### src/hdl/tle_pkg.sv
`default_nettype none

package tle_pkg;

  localparam int COORD_W    = 16;
  localparam int ABS_W      = 16;
  localparam int SQ_W       = 2 * ABS_W;
  localparam int SUM_W      = SQ_W + 1;
  localparam int LEN_SHIFT  = 16;
  localparam int SQRT_IN_W  = SUM_W + LEN_SHIFT + 1;
  localparam int SQRT_STEPS = 25;
  localparam int LEN_W      = 25;

  localparam int THICK_W    = 12;
  localparam int SIZE_W     = 13;
  localparam int CFG_IDX_W  = 2;
  localparam int CFG_DATA_W = 13;
  localparam int T_SHIFT    = 11;
  localparam int T_W        = THICK_W + T_SHIFT;
  localparam int MAG_W      = ABS_W + T_W;
  localparam int OFFN_W     = MAG_W + 1;

  localparam int QUO_W      = 17;
  localparam int OFF_W      = QUO_W + 1;
  localparam int PIX_SHIFT  = 4;
  localparam int PIX_W      = 22;
  localparam int HALF_SHIFT = 7;
  localparam int HALF_W     = SIZE_W + HALF_SHIFT;
  localparam int DIFF_W     = PIX_W + 1;
  localparam int NDC_FRAC_BITS = 14;
  localparam int NDCN_W     = DIFF_W + NDC_FRAC_BITS;
  localparam int OUT_W      = 16;

  localparam int DIV_N_W    = (NDCN_W > OFFN_W) ? NDCN_W : OFFN_W;
  localparam int DIV_D_W    = (LEN_W > HALF_W) ? LEN_W : HALF_W;
  localparam int DIV_R_W    = (DIV_N_W > DIV_D_W + QUO_W) ? DIV_N_W : DIV_D_W + QUO_W;

  localparam logic [CFG_IDX_W-1:0] CFG_THICKNESS = 2'd0;
  localparam logic [CFG_IDX_W-1:0] CFG_SCREEN_W  = 2'd1;
  localparam logic [CFG_IDX_W-1:0] CFG_SCREEN_H  = 2'd2;

  localparam logic [THICK_W-1:0] THICK_RST  = 12'd16;
  localparam logic [SIZE_W-1:0]  SCR_W_RST  = 13'd1024;
  localparam logic [SIZE_W-1:0]  SCR_H_RST  = 13'd768;
  localparam logic [SIZE_W-1:0]  SCR_MIN    = 13'd2;

  localparam int VTX_W = 3;
  localparam logic [VTX_W-1:0] VTX_FIRST = 3'd0;
  localparam logic [VTX_W-1:0] VTX_LAST  = 3'd5;

  localparam logic [1:0] CORNER_0 = 2'd0;
  localparam logic [1:0] CORNER_1 = 2'd1;
  localparam logic [1:0] CORNER_2 = 2'd2;

  typedef struct packed {
    logic signed [COORD_W-1:0] ax;
    logic signed [COORD_W-1:0] ay;
    logic signed [COORD_W-1:0] bx;
    logic signed [COORD_W-1:0] by;
    logic [ABS_W-1:0]          adx;
    logic [ABS_W-1:0]          ady;
    logic                      negx;
    logic                      negy;
    logic                      degen;
  } sq_side_t;

  typedef struct packed {
    logic signed [COORD_W-1:0] ax;
    logic signed [COORD_W-1:0] ay;
    logic signed [COORD_W-1:0] bx;
    logic signed [COORD_W-1:0] by;
    logic                      negx;
    logic                      negy;
    logic                      degen;
  } off_side_t;

  typedef struct packed {
    logic       tri_idx;
    logic [1:0] corner;
    logic       degen;
    logic       last;
    logic       negx;
    logic       negy;
    logic       ovfx;
    logic       ovfy;
  } ndc_side_t;

  localparam int DIV_SIDE_W = ($bits(off_side_t) > $bits(ndc_side_t)) ?
                              $bits(off_side_t) : $bits(ndc_side_t);

  typedef struct packed {
    logic signed [COORD_W-1:0] ax;
    logic signed [COORD_W-1:0] ay;
    logic signed [COORD_W-1:0] bx;
    logic signed [COORD_W-1:0] by;
    logic signed [OFF_W-1:0]   ox;
    logic signed [OFF_W-1:0]   oy;
    logic                      degen;
  } exp_item_t;

  typedef struct packed {
    logic       use_b;
    logic       plus;
    logic       tri_idx;
    logic [1:0] corner;
    logic       last;
  } vsel_t;

  typedef struct packed {
    logic signed [PIX_W-1:0] vx;
    logic signed [PIX_W-1:0] vy;
    logic                    tri_idx;
    logic [1:0]              corner;
    logic                    degen;
    logic                    last;
  } vtx_t;

  // triangle 0: A-D, A+D, B-D; triangle 1: A+D, B-D, B+D
  function automatic vsel_t vtx_sel(input logic [VTX_W-1:0] k);
    vsel_t s;
    s = '0;
    unique case (k)
      3'd0: s = '{use_b: 1'b0, plus: 1'b0, tri_idx: 1'b0, corner: CORNER_0, last: 1'b0};
      3'd1: s = '{use_b: 1'b0, plus: 1'b1, tri_idx: 1'b0, corner: CORNER_1, last: 1'b0};
      3'd2: s = '{use_b: 1'b1, plus: 1'b0, tri_idx: 1'b0, corner: CORNER_2, last: 1'b0};
      3'd3: s = '{use_b: 1'b0, plus: 1'b1, tri_idx: 1'b1, corner: CORNER_0, last: 1'b0};
      3'd4: s = '{use_b: 1'b1, plus: 1'b0, tri_idx: 1'b1, corner: CORNER_1, last: 1'b0};
      3'd5: s = '{use_b: 1'b1, plus: 1'b1, tri_idx: 1'b1, corner: CORNER_2, last: 1'b1};
      default: s = '0;
    endcase
    return s;
  endfunction

endpackage

`default_nettype wire

### src/hdl/tle_sqrt.sv
`default_nettype none

// one result bit per stage
module tle_sqrt (
  input  wire logic                               clk_i,
  input  wire logic                               rst_ni,
  input  wire logic                               en_i,
  input  wire logic                               valid_i,
  input  wire logic [tle_pkg::SQRT_IN_W-1:0]      rad_i,
  input  wire tle_pkg::sq_side_t                  side_i,
  output logic                                    valid_o,
  output logic [tle_pkg::LEN_W-1:0]               root_o,
  output tle_pkg::sq_side_t                       side_o
);

  localparam int N = tle_pkg::SQRT_STEPS;
  localparam int W = tle_pkg::SQRT_IN_W;

  logic              valid_q [N];
  logic [W-1:0]      rem_q   [N];
  logic [W-1:0]      root_q  [N];
  tle_pkg::sq_side_t side_q  [N];

  for (genvar k = 0; k < N; k++) begin : g_step
    localparam logic [W-1:0] BIT = W'(1) << (2 * (N - 1 - k));
    logic              valid_in;
    logic [W-1:0]      rem_in, root_in, trial, rem_d, root_d;
    tle_pkg::sq_side_t side_in;

    if (k == 0) begin : g_first
      assign valid_in = valid_i;
      assign rem_in   = rad_i;
      assign root_in  = '0;
      assign side_in  = side_i;
    end else begin : g_next
      assign valid_in = valid_q[k-1];
      assign rem_in   = rem_q[k-1];
      assign root_in  = root_q[k-1];
      assign side_in  = side_q[k-1];
    end

    assign trial = root_in + BIT;

    always_comb begin
      if (rem_in >= trial) begin
        rem_d  = rem_in - trial;
        root_d = (root_in >> 1) + BIT;
      end else begin
        rem_d  = rem_in;
        root_d = root_in >> 1;
      end
    end

    always_ff @(posedge clk_i or negedge rst_ni) begin
      if (!rst_ni) begin
        valid_q[k] <= 1'b0;
      end else if (en_i) begin
        valid_q[k] <= valid_in;
      end
    end

    always_ff @(posedge clk_i) begin
      if (en_i) begin
        rem_q[k]  <= rem_d;
        root_q[k] <= root_d;
        side_q[k] <= side_in;
      end
    end
  end

  assign valid_o = valid_q[N-1];
  assign root_o  = root_q[N-1][tle_pkg::LEN_W-1:0];
  assign side_o  = side_q[N-1];

endmodule

`default_nettype wire

### config.mk
export PLATFORM = sky130hd
export DESIGN_NAME = tle_sqrt
export DESIGN_NICKNAME = d
export VERILOG_FILES = /design/src/hdl/tle_pkg.sv /design/src/hdl/tle_sqrt.sv
export SDC_FILE = /design/constraint.sdc
export NUM_CORES = 2
export LEC_CHECK = 0
export ABC_CLOCK_PERIOD_IN_PS = 4100
export BUFFER_PORTS_ARGS = -buffer_cell sky130_fd_sc_hd__buf_4
export CORE_UTILIZATION = 35
export DETAILED_ROUTE_END_ITERATION = 8
export HOLD_SLACK_MARGIN = 0.1
export PLACE_DENSITY = 0.55
export SLEW_MARGIN = 20
export SYNTH_ARGS = -nofsm -noshare
export SYNTH_HDL_FRONTEND = slang
export SYNTH_MEMORY_MAX_BITS = 65536
export SYNTH_SLANG_ARGS = --single-unit
### constraint.sdc
create_clock -name clk_i -period 4.1 [get_ports clk_i]
set_input_delay 0.205 -clock clk_i [delete_from_list [all_inputs] [get_ports clk_i]]
set_output_delay 0.205 -clock clk_i [all_outputs]
set_load 0.01 [all_outputs]
==> results.yml <==
setup_path:
  cp.required_ns: 4.78
  critPathCaptureType: "register"
  cp_data_arrival_time_ns: 4.47
  worst-setup-path-type: "reg2reg"
  critPathLaunchType: "register"
  critPathMaxFanout: 6
  reg2reg_setup_slack_ns: 0.31
pwr:
  p_switching_mw: 22.91
  power.internal_mw: 73.74
  swShare_pct: 23.70
  pwr-share-clk_pct: 37.3
  comb_power_share_pct: 9.6
  seq_power_share_pct: 53.2
  p_per_area_mw_per_mm2: 551.6
  ir_worst_vdd_v: 0.0004446
  leakage_nw: 61.94
  power_mw: 96.64
yosys:
  syn_area_mm2: 0.1484
  async_reset_ff_share_pct: 0.6211
  synth_ff_type: "edfxtp_1"
  synth-seq-cells: 4025
  yosysMostFrequentCell: "edfxtp_1"
  yosysSeqAreaShare_pct: 81.39
  synth-edff-count: 4000
  synth_cells: 8328
  yosys.area.top_type: "edfxtp_1"
  synthTopCellsByCount: "edfxtp_1 (4000), inv_1 (424), nand2_1 (377), nor2_1 (373), ha_1 (346)"
  ys_warn_count: 0
  yosys-top-cells-area: "edfxtp_1 (81%), ha_1 (2.9%), xor2_1 (1.5%)"
  synth_top_area_share_pct: 80.97
  ys_types: 100
  synth_fp_nets: 8827
  avgSynthCellArea_um2: 17.81
cells_and_area:
  syn_to_final_growth_pct: 18.11
  drive_above_1_share_pct: 12.24
  fin_nets: 9894
  fin_cells: 15390
die:
  core_mm2: 0.4211
  die-area_mm2: 0.4265
  die_w_um: 653.1
  fp-row-count: 238
  initial_utilization_pct: 35.23
  die-height_um: 653.1
  pin_count: 278
drt:
  drt_wl_total_um: 258500
  vias_per_cell: 4.611
  drt_iter0_markers: 4440
  dr_total_vias: 70940
  first_pass_iters: 5
  wl_per_cell_um: 16.80
  post-route-drc-count: 0
  final_antenna_net_count: 0
cts:
  insertion_delay_ns: 1.00
  htreeDepth: 5
  cts_tree: "done"
  post_cts_buffers: 0
  clock_path_buffers: 4
  clk_pin_slew_ns: 0.06
  root_buffer: "clkbuf_16"
  cts.sinks: 4025
  numCtsBuffers: 416
grt:
  grt_max_degree: 184
  use_met1_pct: 13.11
  met2_usage_pct: 21.67
  overflow: 0
  grt_pass1_vias: 74090
  grt.busiest_layer: "met2"
  grt_usage_pct: 11.83
  grt_first_pass_wirelength_um: 403600
  antenna_found_initial: 3
  groute.layer.met3.usage_pct: 1.919
outcome:
  run_status: "completed"
worst_hold_path:
  hp-class: "reg2reg"
sta:
  fmax_mhz: 263.6
  relSlewSlack_pct: 30.91
  setup_viol: 0
  period_share_pct: 92.53
  timing.setup.tns_ns: 0
  tightest_slew_ns: 1.022
  fin_skew_ns: 0.08945
  timing.final.hold_violations: 0
  rsz0062_at_grt: "no"
  slew_violations: 0
  period_needed_ns: 3.794
place:
  port_buffers: 277
  dpl.hpwl_um: 173600
  finalWeightedCongestion: 0.9121
  dpl.cell_count: 14310
run:
  drv_cap: 0
path summary, 6_finish.rpt:
path | depth (start not counted) | startpoint | end
worst min register to register | 0 | side_q[0][134] | side_q[1][35]
max in group asynchronous | 4 | rst_ni | g_step[19].valid_in
min in group asynchronous | 4 | rst_ni | g_step[24].valid_in
worst min-delay path | 0 | side_q[0][134] | side_q[1][35]
worst max register to register | 10 | rem_q[4][75] | rem_q[4][149]
worst max-delay path | 10 | rem_q[4][75] | rem_q[4][149]
stage by stage:
| step | instance area, um2 | util (%) | worst slack (ns) | hold WS (ns) |
|---|---|---|---|---|
| after floorplan | 148400 | - | 1.033 | -0.09059 |
| after global placement | 158900 | 37.74 | -0.06023 | 0.1111 |
| after detailed placement | 158900 | 37.74 | -0.01706 | 0.1226 |
| after CTS | 175200 | 41.61 | 0.2213 | 0.3496 |
| after global routing | 175200 | 41.61 | 0.1893 | 0.3493 |
| final | 175200 | 41.61 | 0.3062 | 0.3591 |
layer usage:
metal	up-vias	wire [um]	part of all wire (%)
li1	34400	-	-
met1	34540	101700	39
met2	1346	134100	52
met3	652	9155	3.5
met4	0	13480	5.2
met5	-	0	0
power by group through the flow:
stage	registers, mW	logic (mW)	clock network (mW)
after global routing	51.7	10.3	38.9
after global placement	52.2	8.91	0
after CTS	51.4	9.32	37.4
final	51.4	9.26	36.0
after detailed placement	52.3	9.05	0
after floorplan	51.4	5.95	0
cells in the final DEF (no fill, tap or decap), types with 31 or more instances in the layout:
cell / n
nor4b_1: 36
inv_1: 424
a21o_1: 110
nor2b_1: 40
buf_4: 421
o21a_1: 68
nor3_1: 176
nor2_1: 372
and2_1: 31
buf_12: 36
dlygate4sd3_1: 304
or4_1: 48
nand3_1: 101
nand4_1: 86
ha_1: 346
o31ai_1: 44
or3_1: 62
clkinv_1: 93
clkinv_2: 84
nand2b_1: 65
a211oi_1: 32
nor4_1: 211
edfxtp_1: 4000
a21oi_1: 315
xor2_1: 261
clkbuf_1: 77
mux2_2: 58
o21ai_0: 287
xnor2_1: 234
clkbuf_16: 419
or2_2: 31
nand2_1: 377
worst max-delay path, stage by stage, from the launching register on:
cell and delay (ns):
edfxtp_1 0.41, ha_1 0.39, and2_1 0.37, nand3_1 0.12, nor4b_1 0.84, a31o_2 0.31
a311oi_2 0.06, buf_4 0.22, a2111o_1 0.42, nor4_1 0.24, xor2_1 0.11
cell type report:
| class | instances | area [um2] |
|---|---|---|
| antenna | 4 | 10.01 |
| clock buffer | 496 | 10770 |
| clock inverter | 268 | 2472 |
| fill | 37050 | 245900 |
| inverter | 429 | 1610 |
| multi-input combinational | 3760 | 25590 |
| sequential | 4025 | 120700 |
| tap | 5640 | 7057 |
| timing repair buffer | 763 | 6957 |
sequential cells by signal (all words and copies together), names as in the netlist:
register / count
g_step.valid_in: 24
rem_q: 1200
root_q: 325
side_q: 2475
valid_o: 1
kinds of logic (layout without fill, tap and decap cells):
group / count (synthesis) / after routing / synth area share (%)
simple gates: 1759 / 1759 / 6.208
mux: 71 / 71 / 0.5297
other cells: 0 / 4 / 0
buf+inv: 543 / 1956 / 1.394
fa+ha+maj: 346 / 346 / 2.918
xor+xnor: 495 / 495 / 2.922
compound gates: 1089 / 1089 / 4.640
flops: 4025 / 4025 / 81.39
timing repair:
item | 4_1_cts | 5_1_grt
endpoints found under the hold margin | 698 | 25
gates resized for setup | 1 | 0
hold buffers | 304 | 1
setup endpoints to repair | 2 | 0
Power figures use the tool's default switching activity.
