$ cat src/hdl/tle_pkg.sv
`default_nettype none

package tle_pkg;

  localparam int COORD_W    = 16;
  localparam int ABS_W      = 16;
  localparam int SQ_W       = 2 * ABS_W;
  localparam int SUM_W      = SQ_W + 1;
  localparam int LEN_SHIFT  = 16;
  localparam int SQRT_IN_W  = SUM_W + LEN_SHIFT + 1;
  localparam int SQRT_STEPS = 25;
  localparam int LEN_W      = 25;

  localparam int THICK_W    = 12;
  localparam int SIZE_W     = 13;
  localparam int CFG_IDX_W  = 2;
  localparam int CFG_DATA_W = 13;
  localparam int T_SHIFT    = 11;
  localparam int T_W        = THICK_W + T_SHIFT;
  localparam int MAG_W      = ABS_W + T_W;
  localparam int OFFN_W     = MAG_W + 1;

  localparam int QUO_W      = 17;
  localparam int OFF_W      = QUO_W + 1;
  localparam int PIX_SHIFT  = 4;
  localparam int PIX_W      = 22;
  localparam int HALF_SHIFT = 7;
  localparam int HALF_W     = SIZE_W + HALF_SHIFT;
  localparam int DIFF_W     = PIX_W + 1;
  localparam int NDC_FRAC_BITS = 14;
  localparam int NDCN_W     = DIFF_W + NDC_FRAC_BITS;
  localparam int OUT_W      = 16;

  localparam int DIV_N_W    = (NDCN_W > OFFN_W) ? NDCN_W : OFFN_W;
  localparam int DIV_D_W    = (LEN_W > HALF_W) ? LEN_W : HALF_W;
  localparam int DIV_R_W    = (DIV_N_W > DIV_D_W + QUO_W) ? DIV_N_W : DIV_D_W + QUO_W;

  localparam logic [CFG_IDX_W-1:0] CFG_THICKNESS = 2'd0;
  localparam logic [CFG_IDX_W-1:0] CFG_SCREEN_W  = 2'd1;
  localparam logic [CFG_IDX_W-1:0] CFG_SCREEN_H  = 2'd2;

  localparam logic [THICK_W-1:0] THICK_RST  = 12'd16;
  localparam logic [SIZE_W-1:0]  SCR_W_RST  = 13'd1024;
  localparam logic [SIZE_W-1:0]  SCR_H_RST  = 13'd768;
  localparam logic [SIZE_W-1:0]  SCR_MIN    = 13'd2;

  localparam int VTX_W = 3;
  localparam logic [VTX_W-1:0] VTX_FIRST = 3'd0;
  localparam logic [VTX_W-1:0] VTX_LAST  = 3'd5;

  localparam logic [1:0] CORNER_0 = 2'd0;
  localparam logic [1:0] CORNER_1 = 2'd1;
  localparam logic [1:0] CORNER_2 = 2'd2;

  typedef struct packed {
    logic signed [COORD_W-1:0] ax;
    logic signed [COORD_W-1:0] ay;
    logic signed [COORD_W-1:0] bx;
    logic signed [COORD_W-1:0] by;
    logic [ABS_W-1:0]          adx;
    logic [ABS_W-1:0]          ady;
    logic                      negx;
    logic                      negy;
    logic                      degen;
  } sq_side_t;

  typedef struct packed {
    logic signed [COORD_W-1:0] ax;
    logic signed [COORD_W-1:0] ay;
    logic signed [COORD_W-1:0] bx;
    logic signed [COORD_W-1:0] by;
    logic                      negx;
    logic                      negy;
    logic                      degen;
  } off_side_t;

  typedef struct packed {
    logic       tri_idx;
    logic [1:0] corner;
    logic       degen;
    logic       last;
    logic       negx;
    logic       negy;
    logic       ovfx;
    logic       ovfy;
  } ndc_side_t;

  localparam int DIV_SIDE_W = ($bits(off_side_t) > $bits(ndc_side_t)) ?
                              $bits(off_side_t) : $bits(ndc_side_t);

  typedef struct packed {
    logic signed [COORD_W-1:0] ax;
    logic signed [COORD_W-1:0] ay;
    logic signed [COORD_W-1:0] bx;
    logic signed [COORD_W-1:0] by;
    logic signed [OFF_W-1:0]   ox;
    logic signed [OFF_W-1:0]   oy;
    logic                      degen;
  } exp_item_t;

  typedef struct packed {
    logic       use_b;
    logic       plus;
    logic       tri_idx;
    logic [1:0] corner;
    logic       last;
  } vsel_t;

  typedef struct packed {
    logic signed [PIX_W-1:0] vx;
    logic signed [PIX_W-1:0] vy;
    logic                    tri_idx;
    logic [1:0]              corner;
    logic                    degen;
    logic                    last;
  } vtx_t;

  // triangle 0: A-D, A+D, B-D; triangle 1: A+D, B-D, B+D
  function automatic vsel_t vtx_sel(input logic [VTX_W-1:0] k);
    vsel_t s;
    s = '0;
    unique case (k)
      3'd0: s = '{use_b: 1'b0, plus: 1'b0, tri_idx: 1'b0, corner: CORNER_0, last: 1'b0};
      3'd1: s = '{use_b: 1'b0, plus: 1'b1, tri_idx: 1'b0, corner: CORNER_1, last: 1'b0};
      3'd2: s = '{use_b: 1'b1, plus: 1'b0, tri_idx: 1'b0, corner: CORNER_2, last: 1'b0};
      3'd3: s = '{use_b: 1'b0, plus: 1'b1, tri_idx: 1'b1, corner: CORNER_0, last: 1'b0};
      3'd4: s = '{use_b: 1'b1, plus: 1'b0, tri_idx: 1'b1, corner: CORNER_1, last: 1'b0};
      3'd5: s = '{use_b: 1'b1, plus: 1'b1, tri_idx: 1'b1, corner: CORNER_2, last: 1'b1};
      default: s = '0;
    endcase
    return s;
  endfunction

endpackage

`default_nettype wire

$ cat src/hdl/tle_div.sv
`default_nettype none

// two-lane restoring divider, one quotient bit per stage
module tle_div (
  input  wire logic                              clk_i,
  input  wire logic                              rst_ni,
  input  wire logic                              en_i,
  input  wire logic                              valid_i,
  input  wire logic [tle_pkg::DIV_N_W-1:0]       num_a_i,
  input  wire logic [tle_pkg::DIV_D_W-1:0]       den_a_i,
  input  wire logic [tle_pkg::DIV_N_W-1:0]       num_b_i,
  input  wire logic [tle_pkg::DIV_D_W-1:0]       den_b_i,
  input  wire logic [tle_pkg::DIV_SIDE_W-1:0]    side_i,
  output logic                                   valid_o,
  output logic [tle_pkg::QUO_W-1:0]              quo_a_o,
  output logic [tle_pkg::QUO_W-1:0]              quo_b_o,
  output logic [tle_pkg::DIV_SIDE_W-1:0]         side_o
);

  localparam int N  = tle_pkg::QUO_W;
  localparam int RW = tle_pkg::DIV_R_W;
  localparam int DW = tle_pkg::DIV_D_W;

  logic                           valid_q [N];
  logic [RW-1:0]                  rem_q   [N][2];
  logic [DW-1:0]                  den_q   [N][2];
  logic [N-1:0]                   quo_q   [N][2];
  logic [tle_pkg::DIV_SIDE_W-1:0] side_q  [N];

  for (genvar k = 0; k < N; k++) begin : g_step
    localparam int SH = N - 1 - k;
    logic                           valid_in;
    logic [tle_pkg::DIV_SIDE_W-1:0] side_in;

    if (k == 0) begin : g_first
      assign valid_in = valid_i;
      assign side_in  = side_i;
    end else begin : g_next
      assign valid_in = valid_q[k-1];
      assign side_in  = side_q[k-1];
    end

    always_ff @(posedge clk_i or negedge rst_ni) begin
      if (!rst_ni) begin
        valid_q[k] <= 1'b0;
      end else if (en_i) begin
        valid_q[k] <= valid_in;
      end
    end

    always_ff @(posedge clk_i) begin
      if (en_i) begin
        side_q[k] <= side_in;
      end
    end

    for (genvar l = 0; l < 2; l++) begin : g_lane
      logic [RW-1:0] rem_in, trial, rem_d;
      logic [DW-1:0] den_in;
      logic [N-1:0]  quo_in, quo_d;

      if (k == 0) begin : g_first
        assign rem_in = (l == 0) ? RW'(num_a_i) : RW'(num_b_i);
        assign den_in = (l == 0) ? den_a_i : den_b_i;
        assign quo_in = '0;
      end else begin : g_next
        assign rem_in = rem_q[k-1][l];
        assign den_in = den_q[k-1][l];
        assign quo_in = quo_q[k-1][l];
      end

      assign trial = RW'(den_in) << SH;

      always_comb begin
        rem_d = rem_in;
        quo_d = quo_in;
        if (rem_in >= trial) begin
          rem_d     = rem_in - trial;
          quo_d[SH] = 1'b1;
        end
      end

      always_ff @(posedge clk_i) begin
        if (en_i) begin
          rem_q[k][l] <= rem_d;
          den_q[k][l] <= den_in;
          quo_q[k][l] <= quo_d;
        end
      end
    end
  end

  assign valid_o = valid_q[N-1];
  assign quo_a_o = quo_q[N-1][0];
  assign quo_b_o = quo_q[N-1][1];
  assign side_o  = side_q[N-1];

endmodule

`default_nettype wire

$ cat config.mk
export PLATFORM = sky130hd
export DESIGN_NAME = tle_div
export DESIGN_NICKNAME = d
export VERILOG_FILES = /design/src/hdl/tle_pkg.sv /design/src/hdl/tle_div.sv
export SDC_FILE = /design/constraint.sdc
export NUM_CORES = 2
export LEC_CHECK = 0
export CAP_MARGIN = 25
export CORE_AREA = 2 2 575 577
export DETAILED_ROUTE_END_ITERATION = 8
export DIE_AREA = 0 0 577 579
export DONT_BUFFER_PORTS = 1
export GPL_TIMING_DRIVEN = 0
export MAX_ROUTING_LAYER = met4
export PLACE_DENSITY = 0.74
export SLEW_MARGIN = 10
export SYNTH_ARGS = -nofsm -noshare
export SYNTH_HDL_FRONTEND = slang
export SYNTH_SLANG_ARGS = --single-unit
$ cat constraint.sdc
create_clock -name clk_i -period 3.6 [get_ports clk_i]
set_clock_uncertainty 0.1 [all_clocks]
set_input_delay 0.54 -clock clk_i [delete_from_list [all_inputs] [get_ports clk_i]]
set_output_delay 0.54 -clock clk_i [all_outputs]
set_load 0.05 [all_outputs]
==> qor.csv <==
stage;metric;value;unit
detailed_routing;wl_per_cell;18.2;um
global_routing;grt_use_total;0.199;
yosys;synthArstFlopShare;0.00471;
global_routing;grt_pass1_vias;97200;
outcome;status;finished with violations;
sta;fmax;257;MHz
detailed_routing;vias_per_cell;5.44;
pwr;p_leak;73.4;nW
final_layout;multi_input_area;56700;um2
sta;period_share;1.08;
critical_path;rrSetupSlack;-0.28;ns
yosys;syn_nets;13800;
yosys;yosysTopAreaCellShare;0.646;
job;maxCapViolations;0;
yosys;synth_edf_count;3589;
clocking;clock_sinks;3606;
place;gp_congestion;0.992;
final_layout;drive_above_1_share;0.121;
critical_path;required;4.17;ns
place;dp_cells;17100;
yosys;ys_ff_latch;3606;
detailed_routing;wirelength;332000;um
yosys;netlist_area;167000;um2
critical_path;rr_worst_depth;16;
yosys;ys_warn_count;0;
detailed_routing;ant_nets;0;
critical_path;crit_path_start;rem_q[5][10];
sta;tightest_slew;1.13;ns
final_layout;regArea;108000;um2
global_routing;grt_max_degree;273;
detailed_routing;vias;99300;
sta;whs;-0.432;ns
sta;rsz0062_at_grt;true;
sta;hold_viol_final;143;
worst_hold_path;hold_depth;0;
global_routing;grt_overflow;0;
clocking;path_clk_slew;0.07;ns
yosys;synth-seq-area-share;0.649;
final_layout;syn_to_final_growth;15.9;%
final_layout;layout.cells.non_filler;18300;
critical_path;cp_max_fo;6;
outcome;violations;hold timing, setup timing;
place;place_area;173000;um2
global_routing;antenna_found_initial;13;
final_layout;final_area;193000;um2
sta;min_period;3.88;ns
critical_path;worst_setup_path_start_kind;flop;
clocking;cts_root_buffer;clkbuf_16;
floorplan;die-area;334000;um2
yosys;ys_top_cells_by_area;edfxtp_1, ha_1, a21oi_1, xnor2_1, inv_1;
critical_path;critPathKind;reg -> reg;
yosys;synthTopCellsByCount;edfxtp_1, inv_1, a21oi_1;
critical_path;endpoint_kind;flop;
global_routing;grt_pass1_wl;519000;um
clocking;h-tree-depth;5;
yosys;yosysMostFrequentCell;edfxtp_1;
critical_path;critical_path_arrival;4.45;ns
place;io_buffers;0;
detailed_routing;drt_pass1_iterations;6;
critical_path;worst_r2r_endpoint;rem_q[6][41];
floorplan;die_h;579;um
floorplan;start_util;0.507;
yosys;syn_avg_cell_area;13.1;um2
yosys;synthFlopType;edfxtp_1;
worst_hold_path;hp-class;in -> reg;
floorplan;rows;211;
sta;setup_viol;104;
clocking;cts_buffers;366;
yosys;yosysTopAreaCell;edfxtp_1;
pwr;peakVddDrop;0.000494;V
critical_path;r2r_start;rem_q[5][10];
sta;setup_slack;-0.284;ns
clocking;clk_latency;0.94;ns
yosys;synth_cell_type_count;95;
floorplan;die_x;577;um
sta;relSlewSlack;0.247;
yosys;synthCells;12800;
pwr;power.density;747;nW/um2
floorplan;core;329000;um2
place;hpwl;230000;um
detailed_routing;drt-initial-drc-count;6783;
critical_path;worstSetupEndpoint;rem_q[6][41];
final_layout;fillers;25500;
clocking;cts_max_path_buffers;4;
sta;drv_slew;0;
clocking;cts_tree;done;
floorplan;io_pins;303;
detailed_routing;route.detailed.drc;0;
final_layout;final_nets;14700;
-- logic make-up after synthesis --
kind of cell               synth area share
buffers and inverters                0.0306
adders and majority gates            0.0675
AOI/OAI and AO/OA                     0.105
muxes                                0.0128
DFF                                   0.649
and+or+nand+nor                      0.0871
xor gates and xnor gates             0.0483
-- layer usage --
layer,up-vias,track usage,share of wire
li1,49000,-,-
met4,0,0.0907,0.049
met5,-,-,0
met3,888,0.0278,0.046
met2,2508,0.330,0.48
met1,46900,0.244,0.42
-- through the flow --
step | setup WS, ns | utilization | hold slack [ns] | power (mW) | TNS (ns)
2_1_floorplan | 0.00311 | - | 0.144 | 91.2 | 0
3_3_place_gp | -1.25 | 0.524 | 0.145 | 100 | -1598.90
3_5_place_dp | -2.49 | 0.525 | 0.145 | 101 | -2689.99
4_1_cts | -0.205 | 0.579 | -0.519 | 143 | -7.65
5_1_grt | -0.364 | 0.588 | -0.487 | 153 | -24.72
6_report | -0.284 | 0.588 | -0.432 | 144 | -10.67
-- worst min path at each step --
stage	startpoint	end	slack (ns)
after CTS	den_b_i[1]	den_q[0][1]	-0.52
final	den_b_i[0]	den_q[0][0]	-0.43
after detailed placement	rst_ni	g_step[12].valid_in	0.14
after global placement	rst_ni	g_step[12].valid_in	0.14
after floorplan	rst_ni	g_step[10].valid_in	0.14
after global routing	den_b_i[0]	den_q[0][0]	-0.49
-- sequential cells by signal (all words and copies together), names as in the netlist --
name / flops
rem_q: 1344
side_q: 1139
valid_o: 1
den_q: 800
quo_q: 306
g_step.valid_in: 16
-- report_power, final --
part / switching [mW] / internal [mW]
Clock: 15.8 / 22.8
Sequential: 4.78 / 56.1
Combinational: 24.9 / 20.0
Total: 45.5 / 98.9
-- cells in the final DEF (no fill, tap or decap), types with 36 or more instances in the layout --
| master | instances |
|---|---|
| nor3_1 | 212 |
| bufinv_16 | 53 |
| dlygate4sd3_1 | 200 |
| nor2_1 | 765 |
| o21ai_1 | 53 |
| buf_6 | 46 |
| o21ai_2 | 51 |
| clkbuf_1 | 165 |
| ha_1 | 814 |
| xnor2_1 | 499 |
| nand2b_1 | 129 |
| or2_2 | 36 |
| o21ai_0 | 614 |
| clkbuf_16 | 378 |
| nand3_1 | 174 |
| nand2_1 | 808 |
| and2_1 | 36 |
| and3_1 | 59 |
| nand4_1 | 133 |
| o31ai_1 | 54 |
| or3_1 | 92 |
| a21oi_1 | 828 |
| o211ai_1 | 60 |
| xor2_1 | 417 |
| a31oi_1 | 63 |
| mux2_2 | 166 |
| nor2b_1 | 109 |
| clkinv_2 | 51 |
| a21o_1 | 383 |
| o21a_1 | 125 |
| a211oi_1 | 36 |
| inv_1 | 1085 |
| buf_4 | 204 |
| a21oi_2 | 65 |
| o21bai_1 | 98 |
| nor4_1 | 104 |
| edfxtp_1 | 3589 |
| clkinv_1 | 78 |
-- worst max-delay path, cell delays in order, from the launching register on --
cell	delay, ns
edfxtp_1	0.41
inv_2	0.10
ha_4	0.14
inv_2	0.04
fa_2	0.34
a211oi_2	0.27
o21bai_2	0.12
a2111o_1	0.33
a221o_2	0.40
a211oi_4	0.28
o211ai_1	0.16
and2_4	0.18
nor2_4	0.09
buf_6	0.15
clkinvlp_4	0.24
o311ai_2	0.16
xnor2_1	0.12
-- area by class of cell --
type | instances | share of cell area
antenna | 18 | 0.000233
multi-input combinational | 7811 | 0.293
buffer | 229 | 0.00763
sequential | 3606 | 0.560
clock buffer | 434 | 0.0490
inverter | 1106 | 0.0216
timing repair buffer | 463 | 0.0249
clock inverter | 243 | 0.0154
tap | 4366 | 0.0283
-- repair_timing --
action                                  in CTS  in global routing
hold buffers                               196                  5
hold endpoints to repair                   448                148
setup buffers                              137                105
endpoints found under the setup margin    1811                901
resized for setup                          497                609
pin swaps                                   93                209
gates cloned                                10                  7
Note: power is estimated with default switching activity, not from simulation.
