$ cat src/hdl/tle_pkg.sv
`default_nettype none

package tle_pkg;

  localparam int COORD_W    = 16;
  localparam int ABS_W      = 16;
  localparam int SQ_W       = 2 * ABS_W;
  localparam int SUM_W      = SQ_W + 1;
  localparam int LEN_SHIFT  = 16;
  localparam int SQRT_IN_W  = SUM_W + LEN_SHIFT + 1;
  localparam int SQRT_STEPS = 25;
  localparam int LEN_W      = 25;

  localparam int THICK_W    = 12;
  localparam int SIZE_W     = 13;
  localparam int CFG_IDX_W  = 2;
  localparam int CFG_DATA_W = 13;
  localparam int T_SHIFT    = 11;
  localparam int T_W        = THICK_W + T_SHIFT;
  localparam int MAG_W      = ABS_W + T_W;
  localparam int OFFN_W     = MAG_W + 1;

  localparam int QUO_W      = 17;
  localparam int OFF_W      = QUO_W + 1;
  localparam int PIX_SHIFT  = 4;
  localparam int PIX_W      = 22;
  localparam int HALF_SHIFT = 7;
  localparam int HALF_W     = SIZE_W + HALF_SHIFT;
  localparam int DIFF_W     = PIX_W + 1;
  localparam int NDC_FRAC_BITS = 14;
  localparam int NDCN_W     = DIFF_W + NDC_FRAC_BITS;
  localparam int OUT_W      = 16;

  localparam int DIV_N_W    = (NDCN_W > OFFN_W) ? NDCN_W : OFFN_W;
  localparam int DIV_D_W    = (LEN_W > HALF_W) ? LEN_W : HALF_W;
  localparam int DIV_R_W    = (DIV_N_W > DIV_D_W + QUO_W) ? DIV_N_W : DIV_D_W + QUO_W;

  localparam logic [CFG_IDX_W-1:0] CFG_THICKNESS = 2'd0;
  localparam logic [CFG_IDX_W-1:0] CFG_SCREEN_W  = 2'd1;
  localparam logic [CFG_IDX_W-1:0] CFG_SCREEN_H  = 2'd2;

  localparam logic [THICK_W-1:0] THICK_RST  = 12'd16;
  localparam logic [SIZE_W-1:0]  SCR_W_RST  = 13'd1024;
  localparam logic [SIZE_W-1:0]  SCR_H_RST  = 13'd768;
  localparam logic [SIZE_W-1:0]  SCR_MIN    = 13'd2;

  localparam int VTX_W = 3;
  localparam logic [VTX_W-1:0] VTX_FIRST = 3'd0;
  localparam logic [VTX_W-1:0] VTX_LAST  = 3'd5;

  localparam logic [1:0] CORNER_0 = 2'd0;
  localparam logic [1:0] CORNER_1 = 2'd1;
  localparam logic [1:0] CORNER_2 = 2'd2;

  typedef struct packed {
    logic signed [COORD_W-1:0] ax;
    logic signed [COORD_W-1:0] ay;
    logic signed [COORD_W-1:0] bx;
    logic signed [COORD_W-1:0] by;
    logic [ABS_W-1:0]          adx;
    logic [ABS_W-1:0]          ady;
    logic                      negx;
    logic                      negy;
    logic                      degen;
  } sq_side_t;

  typedef struct packed {
    logic signed [COORD_W-1:0] ax;
    logic signed [COORD_W-1:0] ay;
    logic signed [COORD_W-1:0] bx;
    logic signed [COORD_W-1:0] by;
    logic                      negx;
    logic                      negy;
    logic                      degen;
  } off_side_t;

  typedef struct packed {
    logic       tri_idx;
    logic [1:0] corner;
    logic       degen;
    logic       last;
    logic       negx;
    logic       negy;
    logic       ovfx;
    logic       ovfy;
  } ndc_side_t;

  localparam int DIV_SIDE_W = ($bits(off_side_t) > $bits(ndc_side_t)) ?
                              $bits(off_side_t) : $bits(ndc_side_t);

  typedef struct packed {
    logic signed [COORD_W-1:0] ax;
    logic signed [COORD_W-1:0] ay;
    logic signed [COORD_W-1:0] bx;
    logic signed [COORD_W-1:0] by;
    logic signed [OFF_W-1:0]   ox;
    logic signed [OFF_W-1:0]   oy;
    logic                      degen;
  } exp_item_t;

  typedef struct packed {
    logic       use_b;
    logic       plus;
    logic       tri_idx;
    logic [1:0] corner;
    logic       last;
  } vsel_t;

  typedef struct packed {
    logic signed [PIX_W-1:0] vx;
    logic signed [PIX_W-1:0] vy;
    logic                    tri_idx;
    logic [1:0]              corner;
    logic                    degen;
    logic                    last;
  } vtx_t;

  // triangle 0: A-D, A+D, B-D; triangle 1: A+D, B-D, B+D
  function automatic vsel_t vtx_sel(input logic [VTX_W-1:0] k);
    vsel_t s;
    s = '0;
    unique case (k)
      3'd0: s = '{use_b: 1'b0, plus: 1'b0, tri_idx: 1'b0, corner: CORNER_0, last: 1'b0};
      3'd1: s = '{use_b: 1'b0, plus: 1'b1, tri_idx: 1'b0, corner: CORNER_1, last: 1'b0};
      3'd2: s = '{use_b: 1'b1, plus: 1'b0, tri_idx: 1'b0, corner: CORNER_2, last: 1'b0};
      3'd3: s = '{use_b: 1'b0, plus: 1'b1, tri_idx: 1'b1, corner: CORNER_0, last: 1'b0};
      3'd4: s = '{use_b: 1'b1, plus: 1'b0, tri_idx: 1'b1, corner: CORNER_1, last: 1'b0};
      3'd5: s = '{use_b: 1'b1, plus: 1'b1, tri_idx: 1'b1, corner: CORNER_2, last: 1'b1};
      default: s = '0;
    endcase
    return s;
  endfunction

endpackage

`default_nettype wire

$ cat src/hdl/tle_expand.sv
`default_nettype none

// holds one line and issues its six vertices
module tle_expand (
  input  wire logic               clk_i,
  input  wire logic               rst_ni,
  input  wire logic               valid_i,
  input  wire tle_pkg::exp_item_t item_i,
  input  wire logic               adv_i,
  output logic                    take_o,
  output logic                    valid_o,
  output tle_pkg::vtx_t           vtx_o
);

  logic                        busy_q, busy_d;
  logic [tle_pkg::VTX_W-1:0]   cnt_q, cnt_d;
  tle_pkg::exp_item_t          item_q;
  tle_pkg::vsel_t              sel;
  logic                        emit;
  logic signed [tle_pkg::PIX_W-1:0] base_x, base_y, off_x, off_y;

  assign emit   = busy_q && adv_i;
  assign take_o = valid_i && (!busy_q || (emit && cnt_q == tle_pkg::VTX_LAST));

  always_comb begin
    busy_d = busy_q;
    cnt_d  = cnt_q;
    priority if (take_o) begin
      busy_d = 1'b1;
      cnt_d  = tle_pkg::VTX_FIRST;
    end else if (emit && cnt_q == tle_pkg::VTX_LAST) begin
      busy_d = 1'b0;
    end else if (emit) begin
      cnt_d = cnt_q + 1'b1;
    end else begin
      busy_d = busy_q;
    end
  end

  always_ff @(posedge clk_i or negedge rst_ni) begin
    if (!rst_ni) begin
      busy_q <= 1'b0;
      cnt_q  <= tle_pkg::VTX_FIRST;
    end else begin
      busy_q <= busy_d;
      cnt_q  <= cnt_d;
    end
  end

  always_ff @(posedge clk_i) begin
    if (take_o) begin
      item_q <= item_i;
    end
  end

  assign sel    = tle_pkg::vtx_sel(cnt_q);
  assign base_x = tle_pkg::PIX_W'(sel.use_b ? item_q.bx : item_q.ax) <<< tle_pkg::PIX_SHIFT;
  assign base_y = tle_pkg::PIX_W'(sel.use_b ? item_q.by : item_q.ay) <<< tle_pkg::PIX_SHIFT;
  assign off_x  = tle_pkg::PIX_W'(item_q.ox);
  assign off_y  = tle_pkg::PIX_W'(item_q.oy);

  always_comb begin
    vtx_o.vx      = sel.plus ? base_x + off_x : base_x - off_x;
    vtx_o.vy      = sel.plus ? base_y + off_y : base_y - off_y;
    vtx_o.tri_idx = sel.tri_idx;
    vtx_o.corner  = sel.corner;
    vtx_o.degen   = item_q.degen;
    vtx_o.last    = sel.last;
  end

  assign valid_o = busy_q;

endmodule

`default_nettype wire
$ cat config.mk
export PLATFORM = sky130hd
export DESIGN_NAME = tle_expand
export DESIGN_NICKNAME = d
export VERILOG_FILES = /design/src/hdl/tle_pkg.sv /design/src/hdl/tle_expand.sv
export SDC_FILE = /design/constraint.sdc
export NUM_CORES = 1
export LEC_CHECK = 0
export BUFFER_PORTS_ARGS = -buffer_cell sky130_fd_sc_hd__buf_2
export CAP_MARGIN = 20
export CORE_ASPECT_RATIO = 2
export CORE_MARGIN = 1
export CORE_UTILIZATION = 50
export DETAILED_ROUTE_END_ITERATION = 12
export PLACE_DENSITY = 0.76
export SETUP_SLACK_MARGIN = 0.15
export SLEW_MARGIN = 20
export SYNTH_ARGS = -nofsm -noshare
export SYNTH_HDL_FRONTEND = slang
export SYNTH_SLANG_ARGS = --single-unit
export TNS_END_PERCENT = 100
$ cat constraint.sdc
create_clock -name clk_i -period 5.9 [get_ports clk_i]
set_clock_uncertainty 0.2 [all_clocks]
set_input_delay 1.18 -clock clk_i [delete_from_list [all_inputs] [get_ports clk_i]]
set_output_delay 1.18 -clock clk_i [all_outputs]
set_load 0.01 [all_outputs]
==> results of run 1 <==
==> sequential cells by signal, summed over array words and instances (netlist names) <==
name     cells
cnt_q        3
item_q     100
vtx_o        1
valid_o      1
==> metal layers <==
layer | vias up | routed length (um)
li1 | 2923 | -
met1 | 2883 | 6330
met2 | 164 | 10700
met3 | 58 | 567
met4 | 0 | 876
met5 | - | 0
==> stage by stage <==
stage	utilization, %	hold WS, ns	setup slack (ns)	instances
after CTS	59.3	0.371	0.416	1056
after detailed placement	57.4	0.348	0.829	1040
after global routing	59.5	0.401	0.164	1058
final	59.5	0.375	0.419	1058
after floorplan	-	0.316	0.824	721
after global placement	57.4	0.349	0.898	1040
==> cell usage in the layout (no fill, tap or decap), drive strengths merged, types with 5 or more instances in the layout <==
master,n
buf,160
edfxtp,101
a21oi,80
inv,71
ha,71
nor2,50
o21ai,42
mux2,33
nand2,31
xnor2,30
nand3,13
a21o,13
nor3,12
o21bai,12
o31ai,12
clkbuf,11
a31oi,9
o211ai,8
nor2b,7
nand2b,7
nor4,6
o31a,5
==> final cells by class <==
| class | instances | share of cell area [%] |
|---|---|---|
| Multi-Input combinational cell | 512 | 44.7 |
| Antenna cell | 2 | 0.0583 |
| Clock buffer | 11 | 2.83 |
| Clock inverter | 5 | 0.365 |
| Inverter | 71 | 3.11 |
| Tap cell | 192 | 2.80 |
| Sequential cell | 105 | 36.5 |
| Timing Repair Buffer | 160 | 9.63 |
==> synthesized netlist by cell type (8+ instances only) <==
master	instances	area share, %
nand3_1	13	0.88
edfxtp_1	101	41
nor2_1	50	2.5
o21bai_1	11	1.1
nand2_1	31	1.6
a21o_1	12	1.2
a31oi_1	9	0.76
o31ai_1	10	1.0
o211ai_1	8	0.81
nor3_1	12	0.81
inv_1	71	3.6
xnor2_1	30	3.5
mux2_2	33	5.0
a21oi_1	80	5.4
ha_1	71	12
buf_2	9	0.61
o21ai_0	42	2.8
==> report_power, final <==
part / total, mW / internal (mW) / switching, mW / leakage, nW
logic: 3.03 / 1.24 / 1.79 / 2.54
clock network: 0.566 / 0.297 / 0.270 / 0.135
registers: 0.932 / 0.899 / 0.0334 / 0.959
total: 4.53 / 2.44 / 2.09 / 3.64
==> worst paths after layout <==
check,cells after the start,slack (ns),start,endpoint
min in group asynchronous,1,0.42,rst_ni,cnt_q[2]$_DFFE_PN0P_
worst max-delay path,15,0.42,cnt_q[1]$_DFFE_PN0P_,vtx_o[22]
worst min register to register,1,0.38,cnt_q[1]$_DFFE_PN0P_,cnt_q[1]$_DFFE_PN0P_
worst min-delay path,1,0.38,cnt_q[1]$_DFFE_PN0P_,cnt_q[1]$_DFFE_PN0P_
worst max register to register,8,3.00,cnt_q[1]$_DFFE_PN0P_,item_q[77]$_DFFE_PP_
max in group asynchronous,1,4.95,rst_ni,cnt_q[1]$_DFFE_PN0P_
==> worst reg2reg max path: cells and delay by family (launching register included) <==
family,cells,cell delay (ns)
adders and majority gates,1,0.20
and+or+nand+nor,4,0.78
DFF,1,0.41
buffers and inverters,3,0.87
==> cell families after synthesis <==
kind of cell,Yosys count,synth area share [%]
multiplexers,37,5.55
AO/OA/AOI/OAI,221,19.7
buffers and inverters,104,6.41
flip-flops,105,42.2
adder cells (fa/ha/maj),73,12.5
XOR/XNOR,34,4.01
AND/OR/NAND/NOR,147,9.58
==> timing repair <==
action	4_1_cts	5_1_grt
hold endpoints to repair	0	0
resized for setup	0	2
setup endpoints to repair	0	2
==> qor.txt, run 1 <==
Status = finished clean
Met2 usage in global routing = 47.9%
DR pass1 iterations = 5
Non-Filler Cell Area, Final = 8580 sq um
Routed Antenna Nets = 0
Slowest stage delay, CP = 0.54 ns
Initial Utilization = 51.4%
CP startpoint kind = flip-flop
Rows = 62
Drt first-iter violations = 194
Overflow after GRT = 0
Crit-path cells = inv_1 -> ha_1 -> o21ai_0 -> nand2_1 -> buf_12 -> mux2_2 -> ha_1 -> nor2b_1 -> o311ai_0 -> o2111a_1 -> o21bai_2 -> a31oi_1 -> o2bb2ai_1 -> xnor2_1 -> buf_2
Worst Max-Slew Pin Slew = 0.985 ns
Slowest-stage cell, CP = o311ai_0
Initial antenna violation count = 2
Max Freq = 182 MHz
Die height = 174 um
Critical Path Sink Type = output port
Worst hold path class = reg -> reg
WP data required = 4.52 ns
Syn_nets = 899
Global-route wire length before repair = 28.8 mm
Clk_lat worst skew = 0.35 ns
Fin Setup TNS = 0 ns
Die area = 15400 sq um
PortBufs = 155
Vias = 6028
Post-synth EDFFs = 101
Layout fillers = 1308
Top Ports = 156
Number of synthesized register bits = 105
Yosys warning count = 0
Tmin final = 5.48 ns
Crit-path max FO = 32
Top_reg_cell synth = edfxtp_1
Multi-input logic area = 3830 sq um
Most used routing layer = met2
Kind of critical path = reg -> out
Setup Fix Bufs, Post-CTS = 0
Clock slew at reported path FFs = 0.07 ns
Die W = 88.2 um
CTS root buf = clkbuf_16
Post-CTS Hold Fix Bufs = 0
Pwr per Cell Area = 528 nW/um^2
Total wire length = 18.5 mm
Pin count of the biggest net entering global routing = 59
Total track usage = 24.7%
CP most frequent cell = ha_1
H-tree depth = 3
Total of max-cap violations = 0
Arr. time, crit path = 4.10 ns
WL per Instance = 17.4 um
Buffers and inverters on the worst path = 3
Post-synth ARST share = 3.81%
TritonCTS clock tree = built
Final Max Slew Viols = 0
CTS max path bufs = 2
Vias in the first global route = 6188
CTS sink cnt = 105
HPWL after detailed placement = 14.1 mm
Mean Syn Cell Area = 10.3 sq um
Core ar. = 14400 sq um
Ratio of cells with drive above 1 in the final layout = 26.2%
RSZ-0062 raised after global routing = false
Placed Instance Area = 8280 sq um
Synthesized area = 7420 sq um
Power, Total = 4.53 mW
Leak = 3.64 nW
GR Layer Usage met3 = 3.70%
Final setup violating endpoints = 0
Count of cell types in the netlist = 77
Final hold viol count = 0
Relative slew slack = 34.3%
Layout Nets = 1037
Top Family by Delay on Critical Path = compound AO/OA/AOI/OAI gates
Final Cycle Share = 92.9%
Met1 Usage GRT = 23.2%
Vias per cell = 5.70
Layout area overhead = 15.6%
Worst VDD drop = 0.426 mV
# DRC = 0
Post-synthesis cell count = 721
CTS buffer count = 9
Gpl congestion = 0.961
Sequential area share after synthesis = 42.2%
Total area of sequential cells = 3130 sq um
(Power assumes the default switching activity.)
==> run 2: changes to the inputs <==
- PLACE_DENSITY: 0.76 -> 0.79
- REMOVE_ABC_BUFFERS: not set -> 1
- clock period: 5.9 -> 4.91 ns (I/O delays scaled with it)
==> run 2 against run 1 <==
  * Critical endpoint is now vtx_o[40]
  * Wire length is 11% higher
  * Die area stayed put
  * First-iteration DRC count is 120% higher
  * Core utilization is 6.9 points higher
  * Non-clock buffer count is 36 higher
  * The flow now finishes with violations (setup timing)
  * Power is 40% higher
==> qor.txt, run 2 (synthesized netlist as in run 1, its figures left out) <==
GR Layer Usage met3 = 3.80% (+0.095 points)
Final setup violating endpoints = 9 (+9)
Top Ports = 156 (unchanged)
Fin Setup TNS = -0.358 ns (-0.358 ns)
PortBufs = 155 (unchanged)
Pwr per Cell Area = 663 nW/um^2 (+25%)
Relative slew slack = 35.5% (+1.1 points)
WP data required = 3.73 ns (-0.79 ns)
Initial antenna violation count = 1 (-1)
# DRC = 0 (unchanged)
Vias in the first global route = 6520 (+5.4%)
Routed Antenna Nets = 0 (unchanged)
Worst Max-Slew Pin Slew = 0.968 ns (-0.0171 ns)
Tmin final = 4.98 ns
DR pass1 iterations = 5 (unchanged)
Kind of critical path = reg -> out
Gpl congestion = 0.948 (-1.3%)
Die area = 15400 sq um (unchanged)
Drt first-iter violations = 430 (+120%)
Slowest stage delay, CP = 0.43 ns (-0.11 ns)
Vias per cell = 5.95 (+4.5%)
Initial Utilization = 51.4% (unchanged)
Largest Register = item_q
Final Cycle Share = 102%
CP most frequent cell = ha_4
RSZ-0062 raised after global routing = true
CTS max path bufs = 2 (unchanged)
Most used routing layer = met2
Die height = 174 um (unchanged)
Pin count of the biggest net entering global routing = 77 (+31%)
Rows = 62 (unchanged)
Worst hold path class = in -> async
H-tree depth = 3 (unchanged)
Die W = 88.2 um (unchanged)
Most frequent cells in the layout = 155 x buf_2, 101 x edfxtp_1, 63 x inv_1
WL per Instance = 18.8 um (+7.8%)
Place WS = 0.0779 ns (-0.751 ns)
Non-Filler Cell Area, Final = 9570 sq um (+12%)
Arr. time, crit path = 3.80 ns (-0.30 ns)
Layout area overhead = 28.9%
Crit-path cells = inv_2 -> ha_4 -> o21ai_4 -> nand2_4 -> buf_4 -> buf_16 -> mux2_4 -> ha_4 -> nor4_1 -> o21ai_1 -> a21oi_2 -> o21ai_0 -> a31oi_1 -> xnor2_1 -> buf_2
Total wire length = 20.5 mm (+11%)
Placed cell count = 1054 (+1.3%)
Power, Total = 6.34 mW (+40%)
Layout Nets = 1073 (+3.5%)
CTS sink cnt = 105 (unchanged)
Clk_lat worst skew = 0.34 ns (about the same)
Commonest non-fill, non-tap cell in the layout = buf_2
HPWL after detailed placement = 13.9 mm (-1.3%)
Total track usage = 26.3% (+1.6 points)
Final Max Slew Viols = 0 (unchanged)
TritonCTS clock tree = built
Post-CTS Hold Fix Bufs = 0 (unchanged)
Setup WS post-layout = -0.0739 ns (-0.493 ns)
Largest register FFs = 100 (unchanged)
Vias = 6499 (+7.8%)
CTS root buf = clkbuf_16
Placed Instance Area = 8390 sq um (+1.3%)
Status = finished, violations left
Met1 Usage GRT = 24.0% (+0.75 points)
Slowest-stage cell, CP = dfrtp_1
CTS buffer count = 9 (unchanged)
Leak = 3.92 nW (+7.7%)
Failing checks = setup timing
Buffers and inverters on the worst path = 4 (+1)
Non-Filler Instances = 1092 (+3.2%)
CP startpoint kind = flip-flop
Clock slew at reported path FFs = 0.06 ns (about the same)
Final Hold Slack = 0.234 ns (-0.142 ns)
Top Family by Delay on Critical Path = compound AO/OA/AOI/OAI gates
Crit-path max FO = 8 (-75%)
Worst VDD drop = 0.514 mV (+21%)
Total area of sequential cells = 3130 sq um (unchanged)
Max Freq = 201 MHz
Global-route wire length before repair = 30.4 mm (+5.8%)
Overflow after GRT = 0 (unchanged)
Met2 usage in global routing = 50.6% (+2.7 points)
Multi-input logic area = 4510 sq um (+18%)
Critical Path Sink Type = output port
Final hold viol count = 0 (unchanged)
Core ar. = 14400 sq um (unchanged)
Final core utilization = 66.3% (+6.9 points)
Ratio of cells with drive above 1 in the final layout = 38.7% (+13 points)
Total of max-cap violations = 0 (unchanged)
Layout fillers = 1106 (-15%)
Largest registers = item_q: 100 flops, cnt_q: 3 flops
==> run 2: cell types whose count changed in the layout (fill, tap and decap cells not counted), moves of 10 or more <==
cell,previous run,this run
buf_4,4,36
ha_1,71,46
ha_4,0,22
a21oi_1,79,61
a21oi_2,1,17
o21ai_0,42,31
mux2_2,33,23
mux2_4,0,10
==> run 2: worst paths after layout <==
path	depth (start not counted)	start	end	slack, ns
worst max register to register	8	cnt_q[1]$_DFFE_PN0P_	item_q[9]$_DFFE_PP_	2.07
worst min register to register	1	valid_o$_DFFE_PN0P_	cnt_q[0]$_DFFE_PN0P_	0.47
worst min-delay path	1	rst_ni	cnt_q[0]$_DFFE_PN0P_	0.23
worst max-delay path	15	cnt_q[0]$_DFFE_PN0P_	vtx_o[40]	-0.07
min in group clk_i	1	valid_o$_DFFE_PN0P_	cnt_q[0]$_DFFE_PN0P_	0.47
max in group asynchronous	1	rst_ni	cnt_q[1]$_DFFE_PN0P_	4.15
==> run 2: final cells by class <==
cell class | count | area share, %
multi-input cells | 512 | 47.2
flip-flops and latches | 105 | 32.7
repair buffers | 196 | 12.0
inverters | 71 | 2.84
well taps | 192 | 2.51
clock buffers | 10 | 2.39
clock inverters | 5 | 0.340
diodes | 1 | 0.0262
==> run 2: metal layers <==
layer | up-vias | share of wire (%) | wire (um)
met1 | 3081 | 33 | 6760
li1 | 2980 | - | -
met3 | 99 | 4.8 | 983
met4 | 0 | 5.8 | 1190
met5 | - | 0 | 0
met2 | 339 | 56 | 11600
==> run 2: what timing repair did <==
action,CTS,global route
pin swaps,23,41
setup buffers,9,11
resized for setup,94,62
endpoints found under the setup margin,25,25
gates cloned,2,0
==> run 2: power by group <==
group          internal, mW  total, mW  switching [mW]
logic                  2.02       4.56            2.54
registers              1.08       1.12          0.0432
clock network         0.341      0.656           0.314
total                  3.44       6.34            2.90
==> run 3: changes to the inputs <==
- CAP_MARGIN: 20 -> not set
- REMOVE_ABC_BUFFERS: 1 -> not set
==> run 3 against run 2 <==
  * The run still ends with setup timing left
  * Clock power up 11%
  * Largest power group unchanged
  * Wire length up 4.2%
  * Final area up 1.5%
  * Global-route usage up 1.2 points
  * Highest routed layer unchanged
  * Power up 2.8%
  * Register-to-register slack worse by 0.31 ns
  * Via count down 1.2%
==> qor.txt, run 3 (synthesized netlist as in run 1, its figures left out) <==
Switching Fraction = 45.2% (-0.51 points)
WP data required = 3.73 ns (about the same)
Crit path to = vtx_o[45]
CTS root buf = clkbuf_16
Drt first-iter violations = 304 (-29%)
Top Ports = 156 (unchanged)
Kind of critical path = reg -> out
Ratio of cells with drive above 1 in the final layout = 40.6% (+1.9 points)
Final hold viol count = 0 (unchanged)
Post-CTS Hold Fix Bufs = 0 (unchanged)
Total track usage = 27.5% (+1.2 points)
GR Layer Usage met3 = 2.99% (-0.81 points)
Slowest-stage cell, CP = dfrtp_1
Die W = 88.2 um (unchanged)
Fin Setup TNS = -0.0797 ns (+0.278 ns)
Failing checks = setup timing
Total of max-cap violations = 0 (unchanged)
Combinational share of power = 71.6% (-0.3 points)
Critical path depth = 17 (+2)
TritonCTS clock tree = built
Largest register FFs = 100 (unchanged)
WL per Instance = 19.4 um (+3.1%)
Worst VDD drop = 0.490 mV (-4.6%)
Final Cycle Share = 101% (-0.33 points)
Non-Filler Cell Area, Final = 9710 sq um (+1.5%)
Pin count of the biggest net entering global routing = 55 (-29%)
Die area = 15400 sq um (unchanged)
# DRC = 0 (unchanged)
Worst hold path class = in -> async
Place WS = 0.0248 ns (-0.0531 ns)
Layout area overhead = 30.9%
CP startpoint kind = flip-flop
Largest Register = item_q
Worst Max-Slew Pin Slew = 0.708 ns (-0.260 ns)
Gpl congestion = 0.971 (+2.5%)
Clock share of power = 11.2% (+0.9 points)
Total wire length = 21.4 mm (+4.2%)
Largest registers = item_q: 100 flops, cnt_q: 3 flops
Tmin final = 4.97 ns (-0.0160 ns)
Met1 Usage GRT = 25.1% (+1.2 points)
P_int = 3.57 mW (+3.8%)
Global-route wire length before repair = 31.7 mm (+4.1%)
H-tree depth = 3 (unchanged)
Arr. time, crit path = 3.79 ns (about the same)
Clock slew at reported path FFs = 0.08 ns (+0.02 ns)
Pwr per Cell Area = 671 nW/um^2 (+1.3%)
Layout Nets = 1084 (+1.0%)
Worst reg-to-reg setup slack = 1.76 ns (-0.31 ns)
Core ar. = 14400 sq um (unchanged)
Relative slew slack = 52.8% (+17 points)
Critical R2R Launch = cnt_q[1]$_DFFE_PN0P_
Worst R2R Path Depth = 10 (+2)
Setup WS post-layout = -0.0579 ns (+0.0160 ns)
HPWL after detailed placement = 14.9 mm (+7.4%)
Crit-path max FO = 14 (+6)
Top Family by Delay on Critical Path = compound AO/OA/AOI/OAI gates
Final setup violating endpoints = 4 (-5)
Commonest non-fill, non-tap cell in the layout = buf_2
CTS max path bufs = 2 (unchanged)
Placed Instance Area = 8460 sq um (+0.84%)
Final core utilization = 67.3% (+1.0 points)
Initial Utilization = 51.4% (unchanged)
Vias = 6423 (-1.2%)
Most frequent cells in the layout = 155 x buf_2, 101 x edfxtp_1, 60 x a21oi_1
Initial antenna violation count = 1 (unchanged)
P_sw = 2.95 mW (+1.6%)
Clk_lat worst skew = 0.35 ns (about the same)
Die height = 174 um (unchanged)
Vias per cell = 5.82 (-2.2%)
Leak = 3.98 nW (+1.7%)
Critical Path Sink Type = output port
Met2 usage in global routing = 53.9% (+3.3 points)
Sequential Power Share = 17.3% (-0.4 points)
CTS sink cnt = 105 (unchanged)
DR pass1 iterations = 6 (+1)
Status = finished, violations left
Routed Antenna Nets = 0 (unchanged)
Slowest stage delay, CP = 0.43 ns (about the same)
Crit-path cells = inv_2 -> ha_4 -> nand2_2 -> nand2_4 -> buf_4 -> buf_12 -> mux2_2 -> ha_2 -> inv_1 -> a21oi_1 -> o21bai_1 -> a221oi_2 -> buf_4 -> o21bai_1 -> a2111o_1 -> o211ai_1 -> buf_2
Buffers and inverters on the worst path = 6 (+2)
Final Max Slew Viols = 0 (unchanged)
R2r endpoint = item_q[100]$_DFFE_PP_
Rows = 62 (unchanged)
Overflow after GRT = 0 (unchanged)
PortBufs = 155 (unchanged)
Vias in the first global route = 6618 (+1.5%)
Max Freq = 201 MHz (+0.32%)
RSZ-0062 raised after global routing = true
Crit. Startpoint = cnt_q[0]$_DFFE_PN0P_
CTS buffer count = 9 (unchanged)
Most used routing layer = met2
==> run 3: worst min path at each step <==
stage | slack, ns | end | start | cells after the start
floorplan | 0.32 | cnt_q[1]$_DFFE_PN0P_ | cnt_q[1]$_DFFE_PN0P_ | 1
global placement | 0.35 | cnt_q[0]$_DFFE_PN0P_ | cnt_q[0]$_DFFE_PN0P_ | 1
detailed placement | 0.36 | cnt_q[0]$_DFFE_PN0P_ | cnt_q[0]$_DFFE_PN0P_ | 1
CTS | 0.21 | valid_o$_DFFE_PN0P_ | rst_ni | 1
global route | 0.22 | cnt_q[2]$_DFFE_PN0P_ | rst_ni | 1
finish | 0.22 | valid_o$_DFFE_PN0P_ | rst_ni | 1
==> run 3: power groups by stage <==
stage / clock network [mW] / registers, mW / logic [mW]
2_1_floorplan: 0 / 1.14 / 2.56
3_3_place_gp: 0 / 1.13 / 3.75
3_5_place_dp: 0 / 1.14 / 3.76
4_1_cts: 0.736 / 1.12 / 4.29
5_1_grt: 0.768 / 1.13 / 4.99
6_report: 0.727 / 1.12 / 4.66
==> run 3: cell type report <==
| cell class | instances | area [sq um] |
|---|---|---|
| fill | 1121 | 4720 |
| tap | 192 | 240 |
| clock buffer | 9 | 225 |
| antenna | 1 | 2.50 |
| timing repair buffer | 207 | 1240 |
| clock inverter | 7 | 68.8 |
| inverter | 71 | 269 |
| sequential | 105 | 3130 |
| multi-input combinational | 512 | 4530 |
==> run 3: through the flow <==
| stage | hold slack, ns | total power, mW | cells |
|---|---|---|---|
| after detailed placement | 0.362 | 4.90 | 1060 |
| after global routing | 0.220 | 6.89 | 1104 |
| after floorplan | 0.316 | 3.69 | 721 |
| after CTS | 0.214 | 6.15 | 1095 |
| after global placement | 0.347 | 4.88 | 1060 |
| final | 0.223 | 6.52 | 1104 |
==> run 3: metal layers <==
| metal | vias to the layer above | part of all wire, % | wire length [um] |
|---|---|---|---|
| met1 | 3086 | 33 | 7120 |
| met5 | - | 0 | 0 |
| met3 | 85 | 3.5 | 748 |
| met4 | 0 | 5.6 | 1210 |
| met2 | 243 | 58 | 12300 |
| li1 | 3009 | - | - |
==> run 3: repair_timing <==
item	in CTS	in global routing
pin swaps	34	38
gates resized for setup	97	64
hold endpoints to repair	0	0
buffers inserted	18	8
gates cloned	1	0
endpoints found under the setup margin	27	24
